<file path="src/design/dvc_pkg.sv">
// ----------------------------------------------------------------------------
// dvc_pkg: shared types and constants of the delta varint column codec
// Holds the queue entry between front and back, register indexes and the
// LEB128 group constants.
// ----------------------------------------------------------------------------
`default_nettype none

package dvc_pkg;

    localparam int unsigned MAX_VALUE_W = 64;
    localparam int unsigned BYTE_W      = 8;
    localparam int unsigned GROUP_BITS  = 7;
    localparam int unsigned SHIFT_W     = 7;   // holds 0..64
    localparam int unsigned CFG_IDX_W   = 1;

    // queue between front and back
    localparam int unsigned QDEPTH = 2;
    localparam int unsigned QPTR_W = 1;
    localparam int unsigned QCNT_W = 2;

    localparam logic [CFG_IDX_W-1:0] CFG_DIRECTION  = 1'b0;
    localparam logic [CFG_IDX_W-1:0] CFG_DELTA_BASE = 1'b1;

    localparam logic DIR_ENCODE = 1'b0;
    localparam logic DIR_DECODE = 1'b1;

    localparam logic [GROUP_BITS-1:0] GROUP_MASK = 7'h7F;

    typedef struct packed {
        logic                   dec;       // entry is a decoded value
        logic                   overflow;
        logic [MAX_VALUE_W-1:0] value;     // delta-coded value or decoded result
    } t_entry;

endpackage

`default_nettype wire

</file>
<file path="src/design/dvc_in_if.sv">
// ----------------------------------------------------------------------------
// dvc_in_if: input channel of the codec
// valid/ready handshake carrying one value or one coded byte per beat.
// ----------------------------------------------------------------------------
`default_nettype none

interface dvc_in_if;
    logic        valid;
    logic        ready;
    logic [63:0] in_value;
    logic [7:0]  in_byte;
    logic        column_start;

    modport source (output valid, in_value, in_byte, column_start, input ready);
    modport sink   (input valid, in_value, in_byte, column_start, output ready);
endinterface

`default_nettype wire

</file>
<file path="src/design/dvc_out_if.sv">
// ----------------------------------------------------------------------------
// dvc_out_if: result channel of the codec
// valid/ready handshake carrying one coded byte or one decoded value per beat.
// ----------------------------------------------------------------------------
`default_nettype none

interface dvc_out_if;
    logic        valid;
    logic        ready;
    logic [7:0]  out_byte;
    logic [63:0] out_value;
    logic        last;
    logic        overflow;

    modport source (output valid, out_byte, out_value, last, overflow, input ready);
    modport sink   (input valid, out_byte, out_value, last, overflow, output ready);
endinterface

`default_nettype wire

</file>
<file path="src/design/dvc_front.sv">
// ----------------------------------------------------------------------------
// dvc_front: accept side of the codec
// Applies the delta on encode, collects varint bytes on decode, and queues
// one entry per value for the back end.
// ----------------------------------------------------------------------------
`default_nettype none

module dvc_front #(
    parameter int unsigned VALUE_WIDTH = 64
) (
    input  wire logic                              i_clk,
    input  wire logic                              i_rst_n,
    input  wire logic                              i_direction,
    input  wire logic [dvc_pkg::MAX_VALUE_W-1:0]   i_delta_base,
    dvc_in_if.sink                                 i_in,
    input  wire logic                              i_full,
    output logic                                   o_push,
    output dvc_pkg::t_entry                        o_entry
);
    import dvc_pkg::*;

    localparam logic [MAX_VALUE_W-1:0] MASK = {MAX_VALUE_W{1'b1}} >> (MAX_VALUE_W - VALUE_WIDTH);
    localparam logic [SHIFT_W-1:0]     VW_SC = SHIFT_W'(VALUE_WIDTH);
    localparam int unsigned            SH_W  = MAX_VALUE_W + 8;

    logic [MAX_VALUE_W-1:0] r_acc, n_acc;
    logic [SHIFT_W-1:0]     r_sc,  n_sc;
    logic                   r_ovf, n_ovf;
    logic                   r_fvp;

    logic                   accept;
    logic                   fvp_eff;
    logic [MAX_VALUE_W-1:0] base_m, v_in, enc_val, dec_val;
    logic [MAX_VALUE_W-1:0] acc_b;
    logic [SHIFT_W-1:0]     sc_b;
    logic                   ovf_b;
    logic [GROUP_BITS-1:0]  payload;
    logic [SH_W-1:0]        sh;
    logic [SHIFT_W:0]       sc_sum;

    assign i_in.ready = !i_full;
    assign accept     = i_in.valid && !i_full;

    always_comb begin
        base_m  = i_delta_base & MASK;
        v_in    = i_in.in_value & MASK;
        fvp_eff = i_in.column_start | r_fvp;
        enc_val = fvp_eff ? v_in : ((v_in - base_m) & MASK);

        // column start drops any partial varint
        acc_b   = i_in.column_start ? '0 : r_acc;
        sc_b    = i_in.column_start ? '0 : r_sc;
        ovf_b   = i_in.column_start ? 1'b0 : r_ovf;
        payload = i_in.in_byte[GROUP_BITS-1:0];
        sh      = SH_W'(payload) << sc_b;
        sc_sum  = {1'b0, sc_b} + (SHIFT_W+1)'(GROUP_BITS);

        if (sc_b < VW_SC) begin
            n_acc = (acc_b | sh[MAX_VALUE_W-1:0]) & MASK;
            n_ovf = ovf_b | (|(sh >> VALUE_WIDTH));
            n_sc  = (sc_sum > {1'b0, VW_SC}) ? VW_SC : sc_sum[SHIFT_W-1:0];
        end else begin
            n_acc = acc_b;
            n_sc  = sc_b;
            n_ovf = ovf_b | (|payload);
        end
        dec_val = fvp_eff ? n_acc : ((n_acc + base_m) & MASK);

        o_push = accept && ((i_direction == DIR_ENCODE) || !i_in.in_byte[BYTE_W-1]);
        if (i_direction == DIR_ENCODE) begin
            o_entry = '{dec: 1'b0, overflow: 1'b0, value: enc_val};
        end else begin
            o_entry = '{dec: 1'b1, overflow: n_ovf, value: dec_val};
        end
    end

    always_ff @(posedge i_clk) begin
        if (!i_rst_n) begin
            r_acc <= '0;
            r_sc  <= '0;
            r_ovf <= 1'b0;
            r_fvp <= 1'b1;
        end else if (accept) begin
            if (i_direction == DIR_ENCODE) begin
                r_fvp <= 1'b0;
            end else if (i_in.in_byte[BYTE_W-1]) begin
                r_acc <= n_acc;
                r_sc  <= n_sc;
                r_ovf <= n_ovf;
                r_fvp <= fvp_eff;
            end else begin
                r_acc <= '0;
                r_sc  <= '0;
                r_ovf <= 1'b0;
                r_fvp <= 1'b0;
            end
        end
    end

endmodule

`default_nettype wire

</file>
<file path="src/design/dvc_queue.sv">
// ----------------------------------------------------------------------------
// dvc_queue: two-entry queue between front and back
// Lets the accept side and the emit side stall independently.
// ----------------------------------------------------------------------------
`default_nettype none

module dvc_queue (
    input  wire logic             i_clk,
    input  wire logic             i_rst_n,
    input  wire logic             i_push,
    input  wire dvc_pkg::t_entry  i_entry,
    output logic                  o_full,
    input  wire logic             i_pop,
    output logic                  o_valid,
    output dvc_pkg::t_entry       o_head
);
    import dvc_pkg::*;

    localparam logic [QCNT_W-1:0] FULL_CNT = QCNT_W'(QDEPTH);

    t_entry              r_mem [QDEPTH];
    logic [QPTR_W-1:0]   r_wr, r_rd;
    logic [QCNT_W-1:0]   r_cnt;
    logic                do_push, do_pop;

    assign o_full  = (r_cnt == FULL_CNT);
    assign o_valid = (r_cnt != '0);
    assign o_head  = r_mem[r_rd];
    assign do_push = i_push && !o_full;
    assign do_pop  = i_pop && o_valid;

    always_ff @(posedge i_clk) begin
        if (do_push) begin
            r_mem[r_wr] <= i_entry;
        end
    end

    always_ff @(posedge i_clk) begin
        if (!i_rst_n) begin
            r_wr  <= '0;
            r_rd  <= '0;
            r_cnt <= '0;
        end else begin
            if (do_push) begin
                r_wr <= r_wr + 1'b1;
            end
            if (do_pop) begin
                r_rd <= r_rd + 1'b1;
            end
            case ({do_push, do_pop})
                2'b10:   r_cnt <= r_cnt + 1'b1;
                2'b01:   r_cnt <= r_cnt - 1'b1;
                default: r_cnt <= r_cnt;
            endcase
        end
    end

endmodule

`default_nettype wire

</file>
<file path="src/design/dvc_back.sv">
// ----------------------------------------------------------------------------
// dvc_back: emit side of the codec
// Splits a queued value into LEB128 bytes, one per cycle unless stalled, or
// passes a decoded value through; drives the registered result port.
// ----------------------------------------------------------------------------
`default_nettype none

module dvc_back (
    input  wire logic             i_clk,
    input  wire logic             i_rst_n,
    input  wire logic             i_head_valid,
    input  wire dvc_pkg::t_entry  i_head,
    output logic                  o_pop,
    dvc_out_if.source             o_out
);
    import dvc_pkg::*;

    logic                   r_busy;
    logic [MAX_VALUE_W-1:0] r_work;
    logic                   r_valid;
    logic [BYTE_W-1:0]      r_byte;
    logic [MAX_VALUE_W-1:0] r_value;
    logic                   r_last;
    logic                   r_ovf;

    logic                   slot_free, emit;
    logic [MAX_VALUE_W-1:0] src, rem;
    logic                   src_dec;

    assign slot_free = !r_valid || o_out.ready;
    assign emit      = slot_free && (r_busy || i_head_valid);
    assign o_pop     = slot_free && !r_busy && i_head_valid;
    assign src       = r_busy ? r_work : i_head.value;
    assign src_dec   = !r_busy && i_head.dec;
    assign rem       = src >> GROUP_BITS;

    assign o_out.valid     = r_valid;
    assign o_out.out_byte  = r_byte;
    assign o_out.out_value = r_value;
    assign o_out.last      = r_last;
    assign o_out.overflow  = r_ovf;

    always_ff @(posedge i_clk) begin
        if (!i_rst_n) begin
            r_busy  <= 1'b0;
            r_valid <= 1'b0;
        end else if (slot_free) begin
            r_valid <= emit;
            if (emit) begin
                if (src_dec) begin
                    r_busy <= 1'b0;
                end else begin
                    r_busy <= (rem != '0);
                end
            end
        end
    end

    // payload
    always_ff @(posedge i_clk) begin
        if (emit) begin
            r_work <= rem;
            if (src_dec) begin
                r_byte  <= '0;
                r_value <= src;
                r_last  <= 1'b1;
                r_ovf   <= i_head.overflow;
            end else begin
                r_byte  <= {(rem != '0), src[GROUP_BITS-1:0] & GROUP_MASK};
                r_value <= '0;
                r_last  <= (rem == '0);
                r_ovf   <= 1'b0;
            end
        end
    end

endmodule

`default_nettype wire

</file>
<file path="src/design/delta_varint_column_codec.sv">
// ----------------------------------------------------------------------------
// delta_varint_column_codec: delta + unsigned LEB128 integer column codec
// Encodes values into 1..ceil(VALUE_WIDTH/7) bytes or decodes bytes back to
// values, with a configurable delta base per column.
// ----------------------------------------------------------------------------
//
//  channel   dir  beat carries                                   handshake
//  i_in      in   in_value, in_byte, column_start                valid/ready
//  o_out     out  out_byte, out_value, last, overflow            valid/ready
//  i_cfg_*   in   register index, 64-bit data                    write enable
//
//  Front takes one beat a cycle while the two-entry queue has room.
//  Encode: the back end emits one byte a cycle unless o_out stalls, and a
//  value takes ceil(width of the delta / 7) bytes, 1 to ceil(VALUE_WIDTH/7).
//  Decode: one coded byte a cycle in, one value out per final byte.
//  Reset (synchronous, active low) clears registers to encode / base 0,
//  empties the queue and marks the next value as a column's first.
//  A stalled result holds in the output register; the queue absorbs two
//  further values before i_in.ready drops.
// ----------------------------------------------------------------------------
`default_nettype none

module delta_varint_column_codec #(
    parameter int unsigned VALUE_WIDTH = 64
) (
    input  wire logic                                i_clk,
    input  wire logic                                i_rst_n,
    dvc_in_if.sink                                   i_in,
    dvc_out_if.source                                o_out,
    input  wire logic                                i_cfg_we,
    input  wire logic [dvc_pkg::CFG_IDX_W-1:0]       i_cfg_idx,
    input  wire logic [dvc_pkg::MAX_VALUE_W-1:0]     i_cfg_wdata
);
    import dvc_pkg::*;

    // configuration registers; user ensures they are written only while idle
    logic                   r_direction;
    logic [MAX_VALUE_W-1:0] r_delta_base;

    logic   push, full, pop, head_valid;
    t_entry entry, head;

    always_ff @(posedge i_clk) begin
        if (!i_rst_n) begin
            r_direction  <= DIR_ENCODE;
            r_delta_base <= '0;
        end else if (i_cfg_we) begin
            unique case (i_cfg_idx)
                CFG_DIRECTION:  r_direction  <= i_cfg_wdata[0];
                CFG_DELTA_BASE: r_delta_base <= i_cfg_wdata;
                default:        r_direction  <= r_direction;
            endcase
        end
    end

    // front: delta and varint collection, one beat a cycle unless queue full
    dvc_front #(
        .VALUE_WIDTH (VALUE_WIDTH)
    ) u_front (
        .i_clk        (i_clk),
        .i_rst_n      (i_rst_n),
        .i_direction  (r_direction),
        .i_delta_base (r_delta_base),
        .i_in         (i_in),
        .i_full       (full),
        .o_push       (push),
        .o_entry      (entry)
    );

    dvc_queue u_queue (
        .i_clk   (i_clk),
        .i_rst_n (i_rst_n),
        .i_push  (push),
        .i_entry (entry),
        .o_full  (full),
        .i_pop   (pop),
        .o_valid (head_valid),
        .o_head  (head)
    );

    // back: byte splitter and result register
    dvc_back u_back (
        .i_clk        (i_clk),
        .i_rst_n      (i_rst_n),
        .i_head_valid (head_valid),
        .i_head       (head),
        .o_pop        (pop),
        .o_out        (o_out)
    );

endmodule

`default_nettype wire

</file>
<file path="src/flat_wrapper.sv">
// flat-port wrapper written by rule: the top's interface ports become plain ports
module delta_varint_column_codec_flat import dvc_pkg::*;
#(
    parameter int unsigned VALUE_WIDTH = 64
)
  (i_clk, i_rst_n, i_cfg_we, i_cfg_idx, i_cfg_wdata, i_in_valid, i_in_in_value, i_in_in_byte, i_in_column_start, i_in_ready, o_out_valid, o_out_out_byte, o_out_out_value, o_out_last, o_out_overflow, o_out_ready);
  dvc_in_if i_in_i ();
  dvc_out_if o_out_i ();
  input  wire logic i_clk;
  input  wire logic i_rst_n;
  input  wire logic i_cfg_we;
  input  wire logic [dvc_pkg::CFG_IDX_W-1:0] i_cfg_idx;
  input  wire logic [dvc_pkg::MAX_VALUE_W-1:0] i_cfg_wdata;
  input wire logic [$bits(i_in_i.valid)-1:0] i_in_valid;
  input wire logic [$bits(i_in_i.in_value)-1:0] i_in_in_value;
  input wire logic [$bits(i_in_i.in_byte)-1:0] i_in_in_byte;
  input wire logic [$bits(i_in_i.column_start)-1:0] i_in_column_start;
  output wire logic [$bits(i_in_i.ready)-1:0] i_in_ready;
  output wire logic [$bits(o_out_i.valid)-1:0] o_out_valid;
  output wire logic [$bits(o_out_i.out_byte)-1:0] o_out_out_byte;
  output wire logic [$bits(o_out_i.out_value)-1:0] o_out_out_value;
  output wire logic [$bits(o_out_i.last)-1:0] o_out_last;
  output wire logic [$bits(o_out_i.overflow)-1:0] o_out_overflow;
  input wire logic [$bits(o_out_i.ready)-1:0] o_out_ready;
  assign i_in_i.valid = i_in_valid;
  assign i_in_i.in_value = i_in_in_value;
  assign i_in_i.in_byte = i_in_in_byte;
  assign i_in_i.column_start = i_in_column_start;
  assign i_in_ready = i_in_i.ready;
  assign o_out_valid = o_out_i.valid;
  assign o_out_out_byte = o_out_i.out_byte;
  assign o_out_out_value = o_out_i.out_value;
  assign o_out_last = o_out_i.last;
  assign o_out_overflow = o_out_i.overflow;
  assign o_out_i.ready = o_out_ready;
  delta_varint_column_codec #(.VALUE_WIDTH(VALUE_WIDTH)) u_core (.i_clk(i_clk), .i_rst_n(i_rst_n), .i_in(i_in_i), .o_out(o_out_i), .i_cfg_we(i_cfg_we), .i_cfg_idx(i_cfg_idx), .i_cfg_wdata(i_cfg_wdata));
endmodule
</file>
<file path="config.mk">
export PLATFORM = sky130hd
export DESIGN_NAME = delta_varint_column_codec_flat
export DESIGN_NICKNAME = d
export VERILOG_FILES = /design/src/design/dvc_pkg.sv /design/src/design/dvc_in_if.sv /design/src/design/dvc_out_if.sv /design/src/design/dvc_front.sv /design/src/design/dvc_queue.sv /design/src/design/dvc_back.sv /design/src/design/delta_varint_column_codec.sv /design/src/flat_wrapper.sv
export SDC_FILE = /design/constraint.sdc
export NUM_CORES = 1
export LEC_CHECK = 0
export BUFFER_PORTS_ARGS = -buffer_cell sky130_fd_sc_hd__buf_2
export CORE_ASPECT_RATIO = 0.8
export CORE_MARGIN = 2
export CORE_UTILIZATION = 30
export DETAILED_ROUTE_END_ITERATION = 7
export SLEW_MARGIN = 20
export SYNTH_ARGS = -nofsm -noshare
export SYNTH_HDL_FRONTEND = slang
export SYNTH_SLANG_ARGS = --single-unit
</file>
<file path="constraint.sdc">
create_clock -name i_clk -period 20.8 [get_ports i_clk]
set_input_delay 4.16 -clock i_clk [delete_from_list [all_inputs] [get_ports i_clk]]
set_output_delay 4.16 -clock i_clk [all_outputs]
set_load 0.01 [all_outputs]
</file>
# Word level (Yosys, flattened, before mapping)
# Memories as Yosys holds them, arrays and structs flattened. A register that Yosys moved wholly into a read port is not among the register bits.
# Index checks and enable logic that the tools add are counted.
# totals
memories	1
mem_bits_ro	0
ramBits	132
register_bits	275
latchBits	0
wordCells	83
# memory_table
name	words	word_bits	read_ports	rd_ports_with_merged_regs	wr	line	source
u_core.u_queue.r_mem	2	66	1	1	1	dvc_queue.sv:21	t_entry r_mem [QDEPTH];
# classes
n_addsub	7
reduce_logical	25
n_bitwise	6
muxes	22
shift	1
multipliers	0
n_eq_ne	3
div	0
order_cmp	2
# ops
op	n
$mux W64	6
$shl A7 B7 Y72	1
$mux W66	1
$add A64 B64 Y64	1
$logic_not A64 Y1	1
$or A64 B64 Y64	1
$reduce_bool A64 Y1	1
$sub A64 B64 Y64	1
$mux W7	4
$mux W1	10
$add A7 B3 Y8 const B	1
$gt A8 B7 Y1 const B	1
$logic_and A1 B1 Y1	8
$reduce_and A2 Y1	4
$reduce_or A8 Y1	1
$lt A7 B7 Y1 const B	1
$reduce_or A7 Y1	1
$eq A2 B2 Y1 const B	2
$logic_not A1 Y1	4
$pmux W2 S2	1
$reduce_bool A2 Y1	2
$logic_or A1 B1 Y1	3
$or A1 B1 Y1	3
$add A1 B1 Y1 const B	2
4 further kinds	5

# Logic depth before layout (Yosys ltp)
# Gate-level depths: netlist (run 1).
# depth
ltp_word	7
ltp_mapped	25

# Cells and area by module
# A second synthesis (run 1) with hierarchy kept.
# unflattened
hier_cells	2787
area_unflattened_um2	26915.8
# by_module_without_submodules
module	cells_each	instances	area_each_um2
dvc_front	1913	1	13903.3
dvc_back	347	1	5537.8
dvc_queue	231	1	4991.0
delta_varint_column_codec	296	1	2483.6

# Worst setup path after synthesis (run 1)
# No wires, ideal clock.
# synth_path
path_type	in2reg
startpoint	in o_out_ready
endpoint	reg u_core.u_back.r_last (netlist: u_core.u_back.o_out.last), enable pin
arrival_time_ns	9.714
n_path_buf	0
path_slack_ns	10.462
required_time_ns	20.176
setup_time_ns	0.624
cell_stages	2
cell_sequence	nor2b_1 > nor2_1
# synth_via
elab_chain_cells	2
# synth_rtl
item	line	source
start: declaration	flat_wrapper.sv:24	input wire logic [$bits(o_out_i.ready)-1:0] o_out_ready;
$logic_or A1 B1 Y1	dvc_back.sv:30	assign slot_free = !r_valid || o_out.ready;
$logic_and A1 B1 Y1	dvc_back.sv:31	assign emit = slot_free && (r_busy || i_head_valid);
net u_core.u_back.emit	dvc_back.sv:26	logic slot_free, emit;
end signal: assignment	dvc_back.sv:71	r_last <= (rem == '0);
end: declaration	dvc_back.sv:23	logic r_last;
# The timed path passes the listed nets, and every way through them passes these cells.
# A chain may end at the register's enable or synchronous reset.

==> results of run 1 <==
-- state kept, by name, summed over array words and instances, names as in the netlist, 2 cells and up, named ones only --
signal / count
u_core.r_delta_base: 64
u_core.u_back.o_out.out_byte: 8
u_core.u_back.o_out.out_value: 64
u_core.u_back.r_work: 57
u_core.u_front.r_acc: 64
u_core.u_front.r_sc: 7
u_core.u_queue.r_cnt: 2
u_core.u_queue.r_mem: 132
-- cell usage in the layout (no fill, tap or decap), types with 99 or more instances in the layout --
cell and instances:
nand2_1 291, edfxtp_1 263, a21oi_1 242, nor2_1 236, buf_2 217, inv_1 212
dfxtp_1 142, ha_1 128, o21ai_0 110, nor2b_1 99
-- area by class of cell --
cell class	count	area, µm²	share of cell area (%)
antenna	3	7.51	0.0251
multi-input combinational	2041	13900	46.5
inverter	214	803	2.69
tap	1127	1410	4.72
timing repair buffer	245	1300	4.35
clock buffer	61	1280	4.28
clock inverter	29	359	1.20
sequential	408	10800	36.2
-- cells by family (layout without fill, tap and decap cells) --
logic type	Yosys count	count (layout)	synth area share (%)
flip-flops	408	408	41.3
other	0	3	0
multiplexers	134	134	7.59
buffers and inverters	388	549	5.58
adder cells (fa/ha/maj)	130	130	6.28
AND/OR/NAND/NOR	854	854	15.1
XOR/XNOR	110	110	3.69
AO/OA/AOI/OAI	813	813	20.4
-- power by group through the flow --
stage	sequential (mW)	clock (mW)	combinational [mW]
floorplan	1.28	0	0.519
global placement	1.25	0	0.847
detailed placement	1.26	0	0.851
CTS	1.24	0.884	0.855
global route	1.26	0.917	0.938
finish	1.23	0.863	0.854
-- worst max-delay path, cell delays in order --
cell and delay, ns:
buf_2 0.47, nand2b_1 0.45, clkinv_1 0.32, mux2i_1 0.28
mux2i_1 0.16, a32o_1 0.27, a21oi_1 0.49, o22ai_1 0.30
ha_1 0.43, a21o_1 0.23, a31oi_1 0.24, o21ai_0 0.14
a311oi_1 0.41, a31o_2 0.30, a21oi_1 0.12, o41ai_2 0.60
o21ai_0 0.23, xor2_1 0.19, mux4_2 0.48
-- through the flow --
step | cell area, µm² | power, mW | worst slack, ns | util (%) | instances
4_1_cts | 29900 | 2.98 | 11.09 | 34.7 | 4125
3_3_place_gp | 28200 | 2.10 | 10.41 | 32.8 | 4035
5_1_grt | 29900 | 3.11 | 10.57 | 34.7 | 4127
2_1_floorplan | 26100 | 1.80 | 10.46 | - | 2837
3_5_place_dp | 28200 | 2.11 | 10.47 | 32.8 | 4035
6_report | 29900 | 2.95 | 10.82 | 34.7 | 4128
-- metal layers --
layer | vias to the layer above | part of all wire (%) | GRT usage, %
met4 | 12 | 2.3 | 4.89
met3 | 129 | 8.5 | 4.14
li1 | 10501 | - | -
met2 | 762 | 41 | 26.8
met5 | - | 0.074 | 0
met1 | 10598 | 48 | 29.1
-- path summary, 6_finish.rpt --
| check | startpoint | end | slack, ns | cells after the start |
|---|---|---|---|---|
| hold / removal | u_core.r_delta_base[5]$_SDFFE_PN0P_ | u_core.r_delta_base[5]$_SDFFE_PN0P_ | 0.50 | 2 |
| hold reg to reg | u_core.r_delta_base[5]$_SDFFE_PN0P_ | u_core.r_delta_base[5]$_SDFFE_PN0P_ | 0.50 | 2 |
| setup reg to reg | u_core.u_front.r_sc[0]$_SDFFE_PN0P_ | u_core.u_queue.r_mem[0][59]$_DFFE_PP_ | 14.55 | 18 |
| setup / recovery | i_in_column_start | u_core.u_queue.r_mem[0][59]$_DFFE_PP_ | 10.82 | 19 |
==> Implementation_results.wiki, run 1 <==
{| class="wikitable"
! Metric !! Value
|-
| Crit path time final || 9.98 ns
|-
| Number of levels the H-tree was split into || 2
|-
| Netlist area before placement || 26,100 µm²
|-
| Top fanout value on the critical path || 29
|-
| Most instantiated flip-flop cell in the synthesis netlist || edfxtp_1
|-
| Fraction of synthesis flops using an asynchronous set or reset pin || 0%
|-
| Clock Latency Late Sink || 0.62 ns
|-
| Starting density of the core || 30.4%
|-
| Count of mapped cells out of synthesis || 2,837
|-
| Via density per instance || 5.33
|-
| Largest net degree at the start of global routing || 103
|-
| Leakage dissipation || 11.3 nW
|-
| Die outline width || 334 µm
|-
| Number of antenna violations at the first check in global routing || 15
|-
| Routability Congestion || 0.933
|-
| Number of warnings issued by yosys || 0
|-
| Share of total power in combinational logic || 28.9%
|-
| Placeable Area || 86,000 µm²
|-
| Total global routing overflow || 0
|-
| Final number of hold-violating endpoints || 0
|-
| Clock skew || 0.0356 ns
|-
| Count of vias placed by the detailed router || 22,002
|-
| Port Buffers || 218
|-
| Power per Cell Area || 98.7 nW/µm²
|-
| Number of flops mapped to enable cells by yosys || 263
|-
| Fraction of power spent switching nets || 34.8%
|-
| Area fraction of the dominant cell type after synthesis || 30.2%
|-
| Combined global-route utilization of all metal layers || 19.1%
|-
| Number of rows created at floorplan || 96
|-
| Hold buffers post-CTS || 0
|-
| Number of design-rule violations left by the first detailed-router iteration || 2,300
|-
| DPL Wire Length || 67,800 µm
|-
| Setup TNS || 0 ns
|-
| First-pass iteration count of the detailed router || 7
|-
| Clock tree from TritonCTS || built
|-
| Unrepaired setup endpoints after global routing || false
|-
| Fmax || 0.100 GHz
|-
| Hold slack || 0.502 ns
|-
| Unique cell type count in the Yosys netlist || 81
|-
| Required @ worst endpoint || 21.12 ns
|-
| Clk pin slew, worst setup/hold paths || 0.06 ns
|-
| Largest area contributor in the netlist || edfxtp_1
|-
| WL per Instance || 21.4 µm
|-
| Ratio of final minimum period to clock period || 48.0%
|-
| Flops & latches, synth || 408
|-
| Total of cells resized after clock tree synthesis || 0
|-
| Number of DRC violations after detailed routing || 0
|-
| Clock Tree Buf Depth || 3
|-
| Height of the die || 268 µm
|-
| Post-CTS setup repair buffer count || 0
|-
| Clock network fraction of design power || 29.2%
|-
| Data arrival time of the critical path || 10.31 ns
|-
| Sink count of the clock tree || 408
|-
| Syn-to-layout area delta || 14.4%
|-
| Floorplan die area || 89,500 µm²
|-
| Count of fill cells added during filler insertion || 8,906
|-
| Final wirelength || 88,200 µm
|-
| Slew headroom || 32.1%
|-
| Global-route wire length before repair || 130,000 µm
|-
| Share of total power in sequential cells || 41.8%
|-
| Final Net Count || 3,231
|-
| Sequential-to-total area share from yosys stat || 41.3%
|-
| Worst voltage drop across the vdd grid || 64.1 µV
|-
| Inserted Clock Buffers || 48
|-
| Type of element launching the critical path || input pin
|-
| Worst setup EP type || flip-flop
|-
| Actual transition at the worst max-transition pin || 1.02 ns
|-
| Nets in the synthesized netlist || 3,110
|-
| Leading cell type by number of instances after synthesis || nand2_1
|-
| Worst setup path category || input pin to flip-flop
|-
| Syn avg cell area || 9.21 µm²
|-
| Ports || 219
|-
| Synth top area cells || edfxtp_1 (30%), dfxtp_1 (11%), ha_1 (6.1%), a21oi_1 (4.6%), mux4_2 (4.4%)
|-
| Number of pins with negative max-slew slack in the final report || 0
|-
| Synth cell count leaders || nand2_1 (293), edfxtp_1 (263), a21oi_1 (242)
|-
| Path type of the worst min-delay path || flip-flop to flip-flop
|-
| Remaining number of nets flagged by the antenna check after routing || 0
|-
| Finish-stage setup viols || 0
|-
| Clock root cell || clkbuf_16
|-
| Internal power consumption || 1.92 mW
|-
| Share of layout cells above drive strength 1 || 13.8%
|-
| # Max-Cap Violations || 0
|-
| Switching component of the power || 1.03 mW
|-
| Result of the run || finished clean
|-
| Via count of the first global-routing pass || 20,095
|}
(Power assumes the default switching activity.)
==> run 2: changes to the inputs <==
Clock period 20.8 ns to 9.5 ns, I/O delays scaled along.
==> run 2 against run 1 <==
- core utilization grew 0.14 points
- sequential power grew 120%
- total power grew 120%
- flip-flop and latch count is the same
- non-clock buffer count grew 4
- clock skew shrank 0.0044 ns
- via count shrank 0.48%
- largest power group unchanged
- highest routed layer unchanged
==> Implementation_results.wiki, run 2 (synthesis results as in run 1) <==
{| class="wikitable"
! Metric !! Value
|-
| Fmax || 0.136 GHz
|-
| Critical path cell sequence || buf_2 > buf_4 > nor2b_1 > inv_1 > mux2i_1 > a21oi_1 > nand2_1 > o21ai_0 > o22ai_1 > ha_1 > and4_1 > a211oi_1 > o21ai_1 > a31oi_1 > nand4_1 > a31oi_1 > o21ai_1 > a21boi_2 > xnor2_1 > mux4_2
|-
| First-pass iteration count of the detailed router || 5 (-2)
|-
| Crit path time final || 7.38 ns
|-
| Ratio of final minimum period to clock period || 77.7%
|-
| Required @ worst endpoint || 9.84 ns (-11.28 ns)
|-
| Flip-flop count of the largest register after layout || 132 (unchanged)
|-
| Result of the run || finished clean
|-
| Cell type group with the largest total delay on the critical path || compound AO/OA/AOI/OAI gates
|-
| Slew headroom || 31.9% (-0.18 points)
|-
| Combined global-route utilization of all metal layers || 19.5% (+0.42 points)
|-
| Number of antenna violations at the first check in global routing || 17 (+2)
|-
| Floorplan die area || 89,500 µm² (unchanged)
|-
| Clock skew || 0.0312 ns (-0.00442 ns)
|-
| Number of design-rule violations left by the first detailed-router iteration || 2,190 (-4.8%)
|-
| Clock Tree Buf Depth || 3 (unchanged)
|-
| Most common cell after layout, fill and taps aside || nand2_1
|-
| Placeable Area || 86,000 µm² (unchanged)
|-
| Worst voltage drop across the vdd grid || 163 µV (+150%)
|-
| Count of vias placed by the detailed router || 21,896 (-0.48%)
|-
| Clock root cell || clkbuf_16
|-
| Cell depth of the worst hold path || 2 (unchanged)
|-
| Type of element launching the critical path || input pin
|-
| Worst setup path category || input pin to flip-flop
|-
| Total global routing overflow || 0 (unchanged)
|-
| Port Buffers || 218 (unchanged)
|-
| Fin util || 34.9% (+0.14 points)
|-
| WL per Instance || 21.6 µm (+1.2%)
|-
| Routability Congestion || 0.943 (+1.1%)
|-
| Height of the die || 268 µm (unchanged)
|-
| Data arrival time of the critical path || 7.72 ns (-2.59 ns)
|-
| Remaining number of nets flagged by the antenna check after routing || 0 (unchanged)
|-
| Hold buffers post-CTS || 0 (unchanged)
|-
| Clock Latency Late Sink || 0.62 ns (about the same)
|-
| Post-CTS setup repair buffer count || 0 (unchanged)
|-
| Number of DRC violations after detailed routing || 0 (unchanged)
|-
| Total of cells resized after clock tree synthesis || 0 (unchanged)
|-
| Sink count of the clock tree || 408 (unchanged)
|-
| Finish-stage setup viols || 0 (unchanged)
|-
| Worst-path cell with the longest stage delay || nor2b_1
|-
| Levels on crit path || 20 (+1)
|-
| Count of fill cells added during filler insertion || 8,904 (-0.022%)
|-
| Final wirelength || 89,400 µm (+1.3%)
|-
| Largest net degree at the start of global routing || 96 (-6.8%)
|-
| Clk pin slew, worst setup/hold paths || 0.06 ns (about the same)
|-
| Number of levels the H-tree was split into || 2 (unchanged)
|-
| Worst setup EP type || flip-flop
|-
| Inserted Clock Buffers || 48 (unchanged)
|-
| Actual transition at the worst max-transition pin || 1.02 ns (+0.00267 ns)
|-
| Worst stage delay on the critical path || 0.59 ns (about the same)
|-
| Final number of hold-violating endpoints || 0 (unchanged)
|-
| Top fanout value on the critical path || 75 (+160%)
|-
| Via density per instance || 5.30 (-0.58%)
|-
| Most flops, register || u_core.u_queue.r_mem
|-
| Global-route wire length before repair || 132,000 µm (+2.0%)
|-
| Unrepaired setup endpoints after global routing || false
|-
| DPL Wire Length || 68,700 µm (+1.4%)
|-
| Sequential cell area in the final layout || 10,800 µm² (unchanged)
|-
| Combined buffer and inverter count along the critical path || 3 (+1)
|-
| Die outline width || 334 µm (unchanged)
|-
| Path type of the worst min-delay path || flip-flop to flip-flop
|-
| Power per Cell Area || 220 nW/µm² (+120%)
|-
| Leakage dissipation || 11.4 nW (+0.62%)
|-
| Final Net Count || 3,235 (+0.12%)
|-
| # Max-Cap Violations || 0 (unchanged)
|-
| Clock tree from TritonCTS || built
|-
| Setup TNS || 0 ns (unchanged)
|-
| Post-placement setup slack || 1.60 ns (-8.87 ns)
|-
| Worst Reg2Reg Path Length in Cells || 19 (+1)
|-
| Ports || 219 (unchanged)
|-
| Starting density of the core || 30.4% (unchanged)
|-
| Number of pins with negative max-slew slack in the final report || 0 (unchanged)
|-
| Final critical-path setup slack || 2.12 ns (-8.69 ns)
|-
| Share of layout cells above drive strength 1 || 13.9% (+0.082 points)
|-
| Pwr Total || 6.59 mW (+120%)
|-
| Area used by multi-input combinational logic || 13,900 µm² (unchanged)
|-
| Number of rows created at floorplan || 96 (unchanged)
|-
| Top library cells by usage in the layout, fill and taps aside || nand2_1 (291), edfxtp_1 (263), a21oi_1 (242)
|-
| Syn-to-layout area delta || 14.8%
|-
| Via count of the first global-routing pass || 20,474 (+1.9%)
|-
| Placed insts || 4,039 (+0.099%)
|-
| Layout Cells excl Fill || 4,132 (+0.097%)
|}
## run 2: cell types whose count changed in the layout (fill, tap and decap cells not counted)
cell        previous run  this run
buf_4                 27        32
buf_6                  1         0
inv_8                  1         0
clkinvlp_4             7         5
inv_4                  1         0
clkbuf_8               3         5
clkbuf_1              10         8
bufinv_16              4         8
clkinv_1               6         9
clkinv_4               4         1
## run 2: stage by stage
step / hold slack [ns] / cell area, µm²
floorplan: 0.424 / 26100
finish: 0.502 / 30000
global placement: 0.489 / 28300
global route: 0.525 / 30000
detailed placement: 0.501 / 28300
CTS: 0.509 / 30000
## run 2: final cells by class
cell class	count	share of cell area (%)
multi-input combinational	2041	46.4
clock buffer	61	4.33
clock inverter	29	1.44
sequential	408	36.0
tap	1127	4.70
timing repair buffer	249	4.42
inverter	214	2.68
antenna	3	0.0250
## run 2: worst paths after layout
| path | startpoint | end | slack [ns] |
|---|---|---|---|
| worst min register to register | u_core.r_delta_base[3]$_SDFFE_PN0P_ | u_core.r_delta_base[3]$_SDFFE_PN0P_ | 0.50 |
| worst max-delay path | i_in_column_start | u_core.u_queue.r_mem[1][53]$_DFFE_PP_ | 2.12 |
| worst min-delay path | u_core.r_delta_base[3]$_SDFFE_PN0P_ | u_core.r_delta_base[3]$_SDFFE_PN0P_ | 0.50 |
| worst max register to register | u_core.u_front.r_sc[0]$_SDFFE_PN0P_ | u_core.u_queue.r_mem[1][53]$_DFFE_PP_ | 3.19 |
## run 2: worst reg2reg max path: stages (launching register included)
cell and delay [ns]:
dfxtp_1 0.40, nand2b_1 0.42, clkinv_1 0.35, mux2i_1 0.28, mux2i_1 0.14, a21oi_1 0.37, nand2_1 0.09, o21ai_0 0.29
o22ai_1 0.27, ha_1 0.43, and4_1 0.26, a211oi_1 0.43, o21ai_1 0.26, a31oi_1 0.37, nand4_1 0.25, a31oi_1 0.43
o21ai_1 0.19, a21boi_2 0.25, xnor2_1 0.09, mux4_2 0.49
## run 2: report_power, final
part	internal [mW]	leakage, nW	total, mW	switching (mW)
registers	2.51	3.70	2.70	0.185
clock network	1.20	0.820	2.01	0.811
logic	0.614	6.90	1.88	1.27
## run 2: routing by layer
layer	routed length, µm	share of wire, %	vias up	track usage [%]
met5	102	0.11	-	0
met3	8350	9.3	127	5.17
met1	42700	48	10516	29.1
met2	36000	40	732	27.6
met4	2160	2.4	18	4.77
li1	-	-	10503	-
